$ cat config.mk
export PLATFORM = sky130hd
export DESIGN_NAME = touch_key_baseline_calibrate_detect_top
export DESIGN_NICKNAME = d
export VERILOG_FILES = /design/src/design/tkbcd_pkg.sv /design/src/design/tkbcd_ram.sv /design/src/design/tkbcd_div.sv /design/src/design/tkbcd_thr.sv /design/src/design/touch_key_baseline_calibrate_detect_top.sv
export SDC_FILE = /design/constraint.sdc
export NUM_CORES = 1
export LEC_CHECK = 0
export BUFFER_PORTS_ARGS = -buffer_cell sky130_fd_sc_hd__buf_2
export CORE_MARGIN = 2
export CORE_UTILIZATION = 30
export CTS_CLUSTER_SIZE = 25
export DETAILED_ROUTE_END_ITERATION = 16
export HOLD_SLACK_MARGIN = 0.12
export PLACE_DENSITY = 0.5
export SLEW_MARGIN = 40
export SYNTH_ARGS = -nofsm -noshare
export SYNTH_HDL_FRONTEND = slang
export SYNTH_SLANG_ARGS = --single-unit
$ cat constraint.sdc
create_clock -name clk_i -period 5.7 [get_ports clk_i]
set_input_delay 0.57 -clock clk_i [delete_from_list [all_inputs] [get_ports clk_i]]
set_output_delay 0.57 -clock clk_i [all_outputs]
set_load 0.05 [all_outputs]
$ cat src/design/tkbcd_pkg.sv
package tkbcd_pkg;

  // Channel count and derived widths
  localparam int CHANNELS = 4;
  localparam int CH_W     = (CHANNELS > 1) ? $clog2(CHANNELS) : 1;
  localparam int PORTS    = 4;
  localparam int PORT_W   = 2;

  // Field widths
  localparam int CNT_W   = 16;
  localparam int SUM_W   = 32;
  localparam int THR_W   = 16;
  localparam int AVG_W   = 16;
  localparam int LVL_W   = 8;
  localparam int KEY_W   = 3;
  localparam int MEM_W   = SUM_W + THR_W;

  // Configuration port
  localparam int CFG_IDX_W  = 1;
  localparam int CFG_DATA_W = 16;
  localparam logic [CFG_IDX_W-1:0] CFG_CALIB_FRAMES = 1'd0;
  localparam logic [CFG_IDX_W-1:0] CFG_SENS_LEVEL   = 1'd1;
  localparam logic [CNT_W-1:0]     CALIB_FRAMES_RST = 16'd16;
  localparam logic [LVL_W-1:0]     SENS_LEVEL_RST   = 8'd10;

  // Divide by 100 through a reciprocal multiply, exact for 16-bit averages
  localparam int PCT_SCALE   = 100;
  localparam int RECIP_SHIFT = 23;
  localparam int RECIP_W     = 17;
  localparam logic [RECIP_W-1:0] RECIP =
    RECIP_W'(((2 ** RECIP_SHIFT) + PCT_SCALE - 1) / PCT_SCALE);
  localparam int PROD_W = AVG_W + RECIP_W;
  localparam int PQ_W   = PROD_W - RECIP_SHIFT;
  localparam int MQ_W   = PQ_W + LVL_W;
  localparam int TSUM_W = MQ_W + 1;

  // Divider step counter
  localparam int DIV_CNT_W = $clog2(SUM_W + 1);

  typedef enum logic [2:0] {
    S_IDLE,
    S_READ,
    S_EVAL,
    S_DIV,
    S_THR,
    S_DONE
  } state_e;

endpackage

$ cat src/design/tkbcd_ram.sv
module tkbcd_ram #(
  parameter int WIDTH = 8,
  parameter int DEPTH = 4
) (
  input  logic                                    clk_i,
  input  logic                                    we_i,
  input  logic [$clog2(DEPTH > 1 ? DEPTH : 2)-1:0] waddr_i,
  input  logic [WIDTH-1:0]                        wdata_i,
  input  logic                                    re_i,
  input  logic [$clog2(DEPTH > 1 ? DEPTH : 2)-1:0] raddr_i,
  output logic [WIDTH-1:0]                        rdata_o
);

  logic [WIDTH-1:0] mem_q [DEPTH];
  logic [WIDTH-1:0] rdata_q;

  always_ff @(posedge clk_i) begin
    if (we_i) begin
      mem_q[waddr_i] <= wdata_i;
    end
    if (re_i) begin
      rdata_q <= mem_q[raddr_i];
    end
  end

  assign rdata_o = rdata_q;

endmodule

$ cat src/design/tkbcd_div.sv
module tkbcd_div (
  input  logic                         clk_i,
  input  logic                         rst_ni,
  input  logic                         start_i,
  input  logic [tkbcd_pkg::SUM_W-1:0]  dividend_i,
  input  logic [tkbcd_pkg::CNT_W-1:0]  divisor_i,
  output logic                         done_o,
  output logic [tkbcd_pkg::SUM_W-1:0]  quotient_o
);

  logic                                busy_q, busy_d;
  logic                                done_q, done_d;
  logic [tkbcd_pkg::DIV_CNT_W-1:0]     cnt_q, cnt_d;
  logic [tkbcd_pkg::CNT_W-1:0]         rem_q, rem_d;
  logic [tkbcd_pkg::SUM_W-1:0]         quo_q, quo_d;
  logic [tkbcd_pkg::CNT_W-1:0]         dsr_q, dsr_d;
  logic [tkbcd_pkg::CNT_W:0]           rem_sh;
  logic [tkbcd_pkg::CNT_W:0]           trial;
  logic                                fits;

  // One quotient bit per cycle, restoring
  assign rem_sh = {rem_q, quo_q[tkbcd_pkg::SUM_W-1]};
  assign trial  = rem_sh - {1'b0, dsr_q};
  assign fits   = (rem_sh >= {1'b0, dsr_q});

  always_comb begin
    busy_d = busy_q;
    done_d = 1'b0;
    cnt_d  = cnt_q;
    rem_d  = rem_q;
    quo_d  = quo_q;
    dsr_d  = dsr_q;
    if (start_i) begin
      busy_d = 1'b1;
      cnt_d  = '0;
      rem_d  = '0;
      quo_d  = dividend_i;
      dsr_d  = divisor_i;
    end else if (busy_q) begin
      rem_d = fits ? trial[tkbcd_pkg::CNT_W-1:0] : rem_sh[tkbcd_pkg::CNT_W-1:0];
      quo_d = {quo_q[tkbcd_pkg::SUM_W-2:0], fits};
      cnt_d = cnt_q + 1'b1;
      if (cnt_q == tkbcd_pkg::DIV_CNT_W'(tkbcd_pkg::SUM_W - 1)) begin
        busy_d = 1'b0;
        done_d = 1'b1;
      end
    end
  end

  always_ff @(posedge clk_i or negedge rst_ni) begin
    if (!rst_ni) begin
      busy_q <= 1'b0;
      done_q <= 1'b0;
      cnt_q  <= '0;
    end else begin
      busy_q <= busy_d;
      done_q <= done_d;
      cnt_q  <= cnt_d;
    end
  end

  always_ff @(posedge clk_i) begin
    rem_q <= rem_d;
    quo_q <= quo_d;
    dsr_q <= dsr_d;
  end

  assign done_o     = done_q;
  assign quotient_o = quo_q;

endmodule

$ cat src/design/tkbcd_thr.sv
module tkbcd_thr (
  input  logic                         clk_i,
  input  logic                         rst_ni,
  input  logic                         start_i,
  input  logic [tkbcd_pkg::AVG_W-1:0]  avg_i,
  input  logic [tkbcd_pkg::LVL_W-1:0]  level_i,
  output logic                         valid_o,
  output logic [tkbcd_pkg::THR_W-1:0]  thr_o
);

  logic                                v1_q, v2_q;
  logic [tkbcd_pkg::PROD_W-1:0]        prod_q;
  logic [tkbcd_pkg::AVG_W-1:0]         avg_q;
  logic [tkbcd_pkg::THR_W-1:0]         thr_q, thr_d;
  logic [tkbcd_pkg::PQ_W-1:0]          pct;
  logic [tkbcd_pkg::MQ_W-1:0]          margin;
  logic [tkbcd_pkg::TSUM_W-1:0]        total;

  // Stage 2: margin = (avg / 100) * level, add, saturate
  always_comb begin
    pct    = prod_q[tkbcd_pkg::PROD_W-1:tkbcd_pkg::RECIP_SHIFT];
    margin = tkbcd_pkg::MQ_W'(pct) * tkbcd_pkg::MQ_W'(level_i);
    total  = tkbcd_pkg::TSUM_W'(avg_q) + tkbcd_pkg::TSUM_W'(margin);
    if (total[tkbcd_pkg::TSUM_W-1:tkbcd_pkg::THR_W] != '0) begin
      thr_d = '1;
    end else begin
      thr_d = total[tkbcd_pkg::THR_W-1:0];
    end
  end

  always_ff @(posedge clk_i or negedge rst_ni) begin
    if (!rst_ni) begin
      v1_q <= 1'b0;
      v2_q <= 1'b0;
    end else begin
      v1_q <= start_i;
      v2_q <= v1_q;
    end
  end

  // Stage 1: reciprocal multiply for the divide by 100
  always_ff @(posedge clk_i) begin
    prod_q <= tkbcd_pkg::PROD_W'(avg_i) * tkbcd_pkg::PROD_W'(tkbcd_pkg::RECIP);
    avg_q  <= avg_i;
    thr_q  <= thr_d;
  end

  assign valid_o = v2_q;
  assign thr_o   = thr_q;

endmodule

$ cat src/design/touch_key_baseline_calibrate_detect_top.sv
// A plain frame runs a read and an evaluate step for each channel, then a done step.
// The frame that completes calibration adds, per channel, the 32-step shared divider
// and the 2-stage threshold multiply.
// One frame is in work at a time; the next is taken as soon as the block is back in idle,
// even while the last result word still waits at the output register.
// Reset (rst_ni low, asynchronous) clears control, frame count and entry valid bits.
module touch_key_baseline_calibrate_detect_top (
  input  logic                              clk_i,
  input  logic                              rst_ni,
  // configuration write port
  input  logic                              cfg_we_i,
  input  logic [tkbcd_pkg::CFG_IDX_W-1:0]   cfg_addr_i,
  input  logic [tkbcd_pkg::CFG_DATA_W-1:0]  cfg_wdata_i,
  // input words
  input  logic                              in_valid_i,
  output logic                              in_stall_o,
  input  logic                              op_i,
  input  logic [tkbcd_pkg::CNT_W-1:0]       count_0_i,
  input  logic [tkbcd_pkg::CNT_W-1:0]       count_1_i,
  input  logic [tkbcd_pkg::CNT_W-1:0]       count_2_i,
  input  logic [tkbcd_pkg::CNT_W-1:0]       count_3_i,
  // result words
  output logic                              out_valid_o,
  input  logic                              out_stall_i,
  output logic [tkbcd_pkg::KEY_W-1:0]       key_index_o,
  output logic                              calibrating_o,
  output logic                              calib_done_o
);

  // Configuration registers
  logic [tkbcd_pkg::CNT_W-1:0]  calib_frames_q;
  logic [tkbcd_pkg::LVL_W-1:0]  level_q;

  // Frame control
  tkbcd_pkg::state_e            state_q, state_d;
  logic [tkbcd_pkg::CNT_W-1:0]  frames_seen_q;
  logic                         accum_q, complete_q;
  logic [tkbcd_pkg::CH_W-1:0]   ch_q;
  logic [tkbcd_pkg::KEY_W-1:0]  key_q;
  logic [tkbcd_pkg::SUM_W-1:0]  sum_q;
  logic [tkbcd_pkg::CNT_W-1:0]  cnt_q [tkbcd_pkg::PORTS];

  // Entry valid bits: an entry not yet written reads as zero
  logic [tkbcd_pkg::CHANNELS-1:0] sum_vld_q;
  logic [tkbcd_pkg::CHANNELS-1:0] thr_vld_q;

  // Output register
  logic                         out_valid_q;
  logic [tkbcd_pkg::KEY_W-1:0]  out_key_q;
  logic                         out_calibrating_q;
  logic                         out_done_q;

  // Datapath
  logic                         in_take;
  logic                         frame_accum, frame_complete;
  logic [tkbcd_pkg::CNT_W-1:0]  frames_next;
  logic [tkbcd_pkg::CNT_W-1:0]  cnt_sel;
  logic [tkbcd_pkg::MEM_W-1:0]  ram_rdata;
  logic [tkbcd_pkg::MEM_W-1:0]  ram_wdata;
  logic                         ram_we, ram_re;
  logic [tkbcd_pkg::SUM_W-1:0]  sum_eff, sum_new;
  logic [tkbcd_pkg::THR_W-1:0]  thr_eff, thr_cmp;
  logic                         last_ch;
  logic                         hit;
  logic                         eval_cmp;
  logic                         out_load;
  logic                         div_start, div_done;
  logic [tkbcd_pkg::SUM_W-1:0]  div_quo;
  logic                         thr_start, thr_valid;
  logic [tkbcd_pkg::THR_W-1:0]  thr_res;

  assign in_stall_o = (state_q != tkbcd_pkg::S_IDLE);
  assign in_take    = in_valid_i && !in_stall_o;

  // Frame decision at accept: restart, accumulate, or pass through
  assign frames_next    = frames_seen_q + 1'b1;
  assign frame_accum    = !op_i && (frames_seen_q < calib_frames_q);
  assign frame_complete = frame_accum && (frames_next == calib_frames_q);

  // Per-channel read-modify-write of {sum, threshold}
  assign cnt_sel = cnt_q[tkbcd_pkg::PORT_W'(ch_q)];
  assign sum_eff = sum_vld_q[ch_q] ? ram_rdata[tkbcd_pkg::MEM_W-1:tkbcd_pkg::THR_W] : '0;
  assign thr_eff = thr_vld_q[ch_q] ? ram_rdata[tkbcd_pkg::THR_W-1:0] : '0;
  assign sum_new = sum_eff + tkbcd_pkg::SUM_W'(cnt_sel);
  assign last_ch = (ch_q == tkbcd_pkg::CH_W'(tkbcd_pkg::CHANNELS - 1));

  // Compare against the new threshold on the completing frame
  assign thr_cmp = (state_q == tkbcd_pkg::S_THR) ? thr_res : thr_eff;
  assign hit     = (cnt_sel > thr_cmp);

  tkbcd_ram #(
    .WIDTH (tkbcd_pkg::MEM_W),
    .DEPTH (tkbcd_pkg::CHANNELS)
  ) u_ram (
    .clk_i   (clk_i),
    .we_i    (ram_we),
    .waddr_i (ch_q),
    .wdata_i (ram_wdata),
    .re_i    (ram_re),
    .raddr_i (ch_q),
    .rdata_o (ram_rdata)
  );

  // The divider latches its operands on start, in the evaluate cycle,
  // so it takes the freshly added sum straight from the adder.
  tkbcd_div u_div (
    .clk_i      (clk_i),
    .rst_ni     (rst_ni),
    .start_i    (div_start),
    .dividend_i (sum_new),
    .divisor_i  (calib_frames_q),
    .done_o     (div_done),
    .quotient_o (div_quo)
  );

  tkbcd_thr u_thr (
    .clk_i   (clk_i),
    .rst_ni  (rst_ni),
    .start_i (thr_start),
    .avg_i   (div_quo[tkbcd_pkg::AVG_W-1:0]),
    .level_i (level_q),
    .valid_o (thr_valid),
    .thr_o   (thr_res)
  );

  // Next state
  always_comb begin
    state_d = state_q;
    unique case (state_q)
      tkbcd_pkg::S_IDLE: begin
        if (in_take) begin
          state_d = tkbcd_pkg::S_READ;
        end
      end
      tkbcd_pkg::S_READ: begin
        state_d = tkbcd_pkg::S_EVAL;
      end
      tkbcd_pkg::S_EVAL: begin
        if (complete_q) begin
          state_d = tkbcd_pkg::S_DIV;
        end else if (last_ch) begin
          state_d = tkbcd_pkg::S_DONE;
        end else begin
          state_d = tkbcd_pkg::S_READ;
        end
      end
      tkbcd_pkg::S_DIV: begin
        if (div_done) begin
          state_d = tkbcd_pkg::S_THR;
        end
      end
      tkbcd_pkg::S_THR: begin
        if (thr_valid) begin
          state_d = last_ch ? tkbcd_pkg::S_DONE : tkbcd_pkg::S_READ;
        end
      end
      tkbcd_pkg::S_DONE: begin
        if (!out_valid_q || !out_stall_i) begin
          state_d = tkbcd_pkg::S_IDLE;
        end
      end
      default: state_d = tkbcd_pkg::S_IDLE;
    endcase
  end

  // State outputs
  always_comb begin
    ram_re    = 1'b0;
    ram_we    = 1'b0;
    ram_wdata = {sum_new, thr_eff};
    div_start = 1'b0;
    thr_start = 1'b0;
    eval_cmp  = 1'b0;
    out_load  = 1'b0;
    unique case (state_q)
      tkbcd_pkg::S_IDLE: begin
      end
      tkbcd_pkg::S_READ: begin
        ram_re = 1'b1;
      end
      tkbcd_pkg::S_EVAL: begin
        if (complete_q) begin
          div_start = 1'b1;
        end else begin
          // write back only when the frame adds to the sums
          eval_cmp = 1'b1;
          ram_we   = accum_q;
        end
      end
      tkbcd_pkg::S_DIV: begin
        thr_start = div_done;
      end
      tkbcd_pkg::S_THR: begin
        if (thr_valid) begin
          eval_cmp  = 1'b1;
          ram_we    = 1'b1;
          ram_wdata = {sum_q, thr_res};
        end
      end
      tkbcd_pkg::S_DONE: begin
        out_load = !out_valid_q || !out_stall_i;
      end
      default: begin
      end
    endcase
  end

  // Control registers
  always_ff @(posedge clk_i or negedge rst_ni) begin
    if (!rst_ni) begin
      state_q        <= tkbcd_pkg::S_IDLE;
      calib_frames_q <= tkbcd_pkg::CALIB_FRAMES_RST;
      level_q        <= tkbcd_pkg::SENS_LEVEL_RST;
      frames_seen_q  <= '0;
      accum_q        <= 1'b0;
      complete_q     <= 1'b0;
      ch_q           <= '0;
      key_q          <= '0;
      sum_vld_q      <= '0;
      thr_vld_q      <= '0;
      out_valid_q    <= 1'b0;
    end else begin
      state_q <= state_d;

      if (cfg_we_i) begin
        unique case (cfg_addr_i)
          tkbcd_pkg::CFG_CALIB_FRAMES: calib_frames_q <= cfg_wdata_i;
          tkbcd_pkg::CFG_SENS_LEVEL:   level_q <= cfg_wdata_i[tkbcd_pkg::LVL_W-1:0];
          default: begin
          end
        endcase
      end

      if (in_take) begin
        accum_q    <= frame_accum;
        complete_q <= frame_complete;
        ch_q       <= '0;
        key_q      <= '0;
        if (op_i) begin
          // restart: drop all sums, keep thresholds
          frames_seen_q <= '0;
          sum_vld_q     <= '0;
        end else if (frame_accum) begin
          frames_seen_q <= frames_next;
        end
      end

      if (ram_we) begin
        sum_vld_q[ch_q] <= 1'b1;
        thr_vld_q[ch_q] <= 1'b1;
      end

      if (eval_cmp) begin
        if (key_q == '0 && hit) begin
          key_q <= tkbcd_pkg::KEY_W'(ch_q) + 1'b1;
        end
        if (!last_ch) begin
          ch_q <= ch_q + 1'b1;
        end
      end

      if (out_load) begin
        out_valid_q <= 1'b1;
      end else if (out_valid_q && !out_stall_i) begin
        out_valid_q <= 1'b0;
      end
    end
  end

  // Payload registers
  always_ff @(posedge clk_i) begin
    if (in_take) begin
      cnt_q[0] <= count_0_i;
      cnt_q[1] <= count_1_i;
      cnt_q[2] <= count_2_i;
      cnt_q[3] <= count_3_i;
    end
    if (state_q == tkbcd_pkg::S_EVAL) begin
      sum_q <= sum_new;
    end
    if (out_load) begin
      out_key_q         <= key_q;
      out_calibrating_q <= (frames_seen_q < calib_frames_q);
      out_done_q        <= complete_q;
    end
  end

  assign out_valid_o   = out_valid_q;
  assign key_index_o   = out_key_q;
  assign calibrating_o = out_calibrating_q;
  assign calib_done_o  = out_done_q;

endmodule

==> results.cfg <==
[status]
status = finished, final reports clean

[cts]
clk_pin_slew_ns = 0.06
tritoncts = done
cts_root_buf = clkbuf_16
cts_max_path_buffers = 3
cts_num_sinks = 516
numCtsBuffers = 57
h-tree-depth = 2
insertion_delay_ns = 0.65

[drt]
detail-route-antenna-nets = 0
drc = 0
drt_iter0_markers = 1188
routedWlPerCell_microns = 18.4
viasPerCell = 4.73
drtPass1Iterations = 5
finalWirelength_microns = 73900
vias = 18995

[power_and_ir_drop]
intPower_mw = 9.71
peakVddDrop_mv = 0.262
seqPwrFrac = 0.365
clkPwrFrac = 0.246
p_sw_frac = 0.375
p_per_area_mw_per_mm2 = 442
p_sw_mw = 5.84
leakage_nw = 14.6
combPwrFrac = 0.389

[yosys]
yosysWarnings = 0
synth.most_common_cell = edfxtp_1
synth-edff-count = 389
synth_area_sq_mm = 0.0298
async_flop_share = 0.134
netlist_top_cells_area = edfxtp_1 39%, fa_1 11%, ha_1 10%
seq_area_frac_synth = 0.488
syn_inst = 2439
synth_top_area_share = 0.392
synth_top_area_cell = edfxtp_1
dominantRegCellSynth = edfxtp_1
yosysUniqueCellTypes = 82
synthTopCellsByCount = 389 x edfxtp_1, 338 x inv_1, 251 x nand2_1, 243 x ha_1, 163 x fa_1
ys_seq_elements = 516
syn_avg_cell_area_sq_um = 12.2
synthesis.nets = 2932

[min_path]
hold_path.class = in2reg
hold_depth = 3

[place]
gp_congestion = 0.873
port_buffers = 93
dp_hpwl_microns = 53000
dp_slack_ns = -0.278

[finish]
n_fill_cell = 9640
fin_nets = 3176
areaGrowthSynthToFinish_pct = 18.0
layout-drive-gt1-share = 0.154

[floorplanning]
die_w_microns = 319
ios = 94
core_sq_mm = 0.0984
die_area_sq_mm = 0.102
die_h_microns = 319
rows = 115
initial_utilization = 0.303

[global_route]
antenna_found_initial = 2
grt_use_total = 0.145
grt_max_degree = 73
first_global_vias = 20022
gr-total-overflow = 0
grt_pass1_wl_microns = 115000

[timing]
finalClockSkew_ns = 0.0341
final-setup-viol-count = 0
slew_headroom = 0.499
fin_ws_ns = 0.0742
fin_setup_tns_ns = 0
grt_setup_unrepaired = yes
finalCriticalPeriod_ns = 5.63
hold_viol = 0
drv_slew = 0
fin_crit_sh = 0.987
max_freq_mhz = 178
worst_pin_slew_ns = 0.751

[critical_path]
cp_cell_sequence = fa_1 -> inv_2 -> fa_1 -> inv_2 -> fa_1 -> fa_1 -> fa_1 -> inv_1 -> fa_1 -> inv_2 -> ha_4 -> nand4_1 -> a211o_1 -> a211oi_2 -> buf_4 -> nor3_4 -> buf_6 -> nor4b_4 -> o21a_1 -> nor2_1 -> xnor2_1
cp.required_ns = 6.21
path_depth = 21
critPathArrivalTime_ns = 6.14
path_buf_inv = 6
start_kind = flip-flop
rr_worst_depth = 21
crit_path_frequent_cell = fa_1
cp_slowest_cell = fa_1
worst_path_largest_cell_delay_ns = 0.59
cp-end-kind = flip-flop
crit_family = adder cells
crit_fanout = 3
crit_type = reg2reg

[run]
maxCapViolCount = 0
worst paths after layout:
path	endpoint	slack, ns	startpoint
min in group asynchronous	level_q[2]$_DFFE_PN0P_	0.30	rst_ni
min reg2reg	u_thr.valid_o$_DFF_PN0_	0.35	u_thr.v1_q$_DFF_PN0_
min	calib_frames_q[11]$_DFFE_PN0P_	0.15	cfg_wdata_i[11]
max in group asynchronous	ch_q[0]$_DFF_PN0_	4.49	rst_ni
max	u_thr.prod_q[30]$_DFF_P_	0.07	u_div.quotient_o[13]$_DFFE_PP_
max reg2reg	u_thr.prod_q[30]$_DFF_P_	0.07	u_div.quotient_o[13]$_DFFE_PP_
layout by cell type, fill, tap and decap left out, types with 29 or more instances in the layout:
cell and n:
edfxtp_1 389, inv_1 328, nand2_1 249, ha_1 238, fa_1 162, o21ai_0 102
buf_2 92, buf_4 91, nor2_1 84, a21oi_1 83, dlygate4sd3_1 66, mux4_2 65
dfrtp_1 64, and2_1 61, clkbuf_16 58, dfxtp_1 57, o21ai_1 51, xnor2_1 43
xor2_1 38, nor3_1 29
per-stage QoR:
stage	cell area (sq um)	total power, mW	utilization	hold WS [ns]	std cells
6_report	35200	15.6	0.358	0.153	4017
5_1_grt	35200	16.6	0.358	0.143	4016
4_1_cts	35000	15.7	0.356	0.121	4012
3_5_place_dp	32400	11.7	0.329	0.344	3841
3_3_place_gp	32400	11.5	0.329	0.339	3839
2_1_floorplan	29800	9.65	-	0.274	2439
repair_timing:
| item | CTS | global route |
|---|---|---|
| hold buffers | 66 | 0 |
| endpoints found under the hold margin | 77 | 0 |
| resized for setup | 2 | 33 |
| pin swaps | 9 | 35 |
| cloned | 0 | 1 |
| setup buffers | 0 | 3 |
| endpoints found under the setup margin | 3 | 20 |
power by group through the flow:
stage | Clock, mW | Sequential [mW] | Combinational, mW
2_1_floorplan | 0 | 5.55 | 4.10
6_report | 3.82 | 5.68 | 6.05
4_1_cts | 3.94 | 5.69 | 6.04
3_3_place_gp | 0 | 5.74 | 5.79
5_1_grt | 4.09 | 5.75 | 6.74
3_5_place_dp | 0 | 5.76 | 5.95
routing by layer:
layer / GRT usage / vias up / wire (microns)
met4: 0.0377 / 0 / 1560
li1: - / 8986 / -
met2: 0.234 / 369 / 33800
met5: 0 / - / 0
met3: 0.0298 / 97 / 3880
met1: 0.200 / 9543 / 34600
flip-flops by register name (all words and copies together), names as in the netlist, 4 cells and up:
register and flops:
calib_frames_q 16, sum_vld_q 4, u_div.dsr_q 16, frames_seen_q 16, level_q 8, u_thr.thr_o 16, u_ram.mem_q 192, cnt_q 64
u_div.rem_q 16, sum_q 32, u_thr.prod_q 11, u_ram.rdata_o 48, u_div.quotient_o 32, u_div.cnt_q 6, u_thr.avg_q 15, thr_vld_q 4
kinds of logic after synthesis:
kind of cell | after synthesis | synth area share
xor gates and xnor gates | 81 | 0.0238
DFF | 516 | 0.488
AOI/OAI and AO/OA | 368 | 0.0767
muxes | 90 | 0.0579
adders and majority gates | 406 | 0.211
and+or+nand+nor | 562 | 0.0887
buffers and inverters | 416 | 0.0533
worst register-to-register path, delay by kind of cell, from the launching register on:
kind	cells	cell delay (ns)
AO/OA/AOI/OAI	3	0.69
XOR/XNOR	1	0.11
AND/OR/NAND/NOR	4	0.41
flip-flops	1	0.43
adder cells (fa/ha/maj)	7	3.40
buffers and inverters	6	0.50
area by class of cell:
cell class,instances,area (sq um),share of cell area
antenna,1,2.50,0.0000711
clock buffer,72,1530,0.0436
clock inverter,33,399,0.0113
inverter,340,1280,0.0362
multi-input combinational,1508,13900,0.394
sequential,516,14600,0.414
tap,1287,1610,0.0457
timing repair buffer,260,1950,0.0552
(Power assumes the default switching activity.)
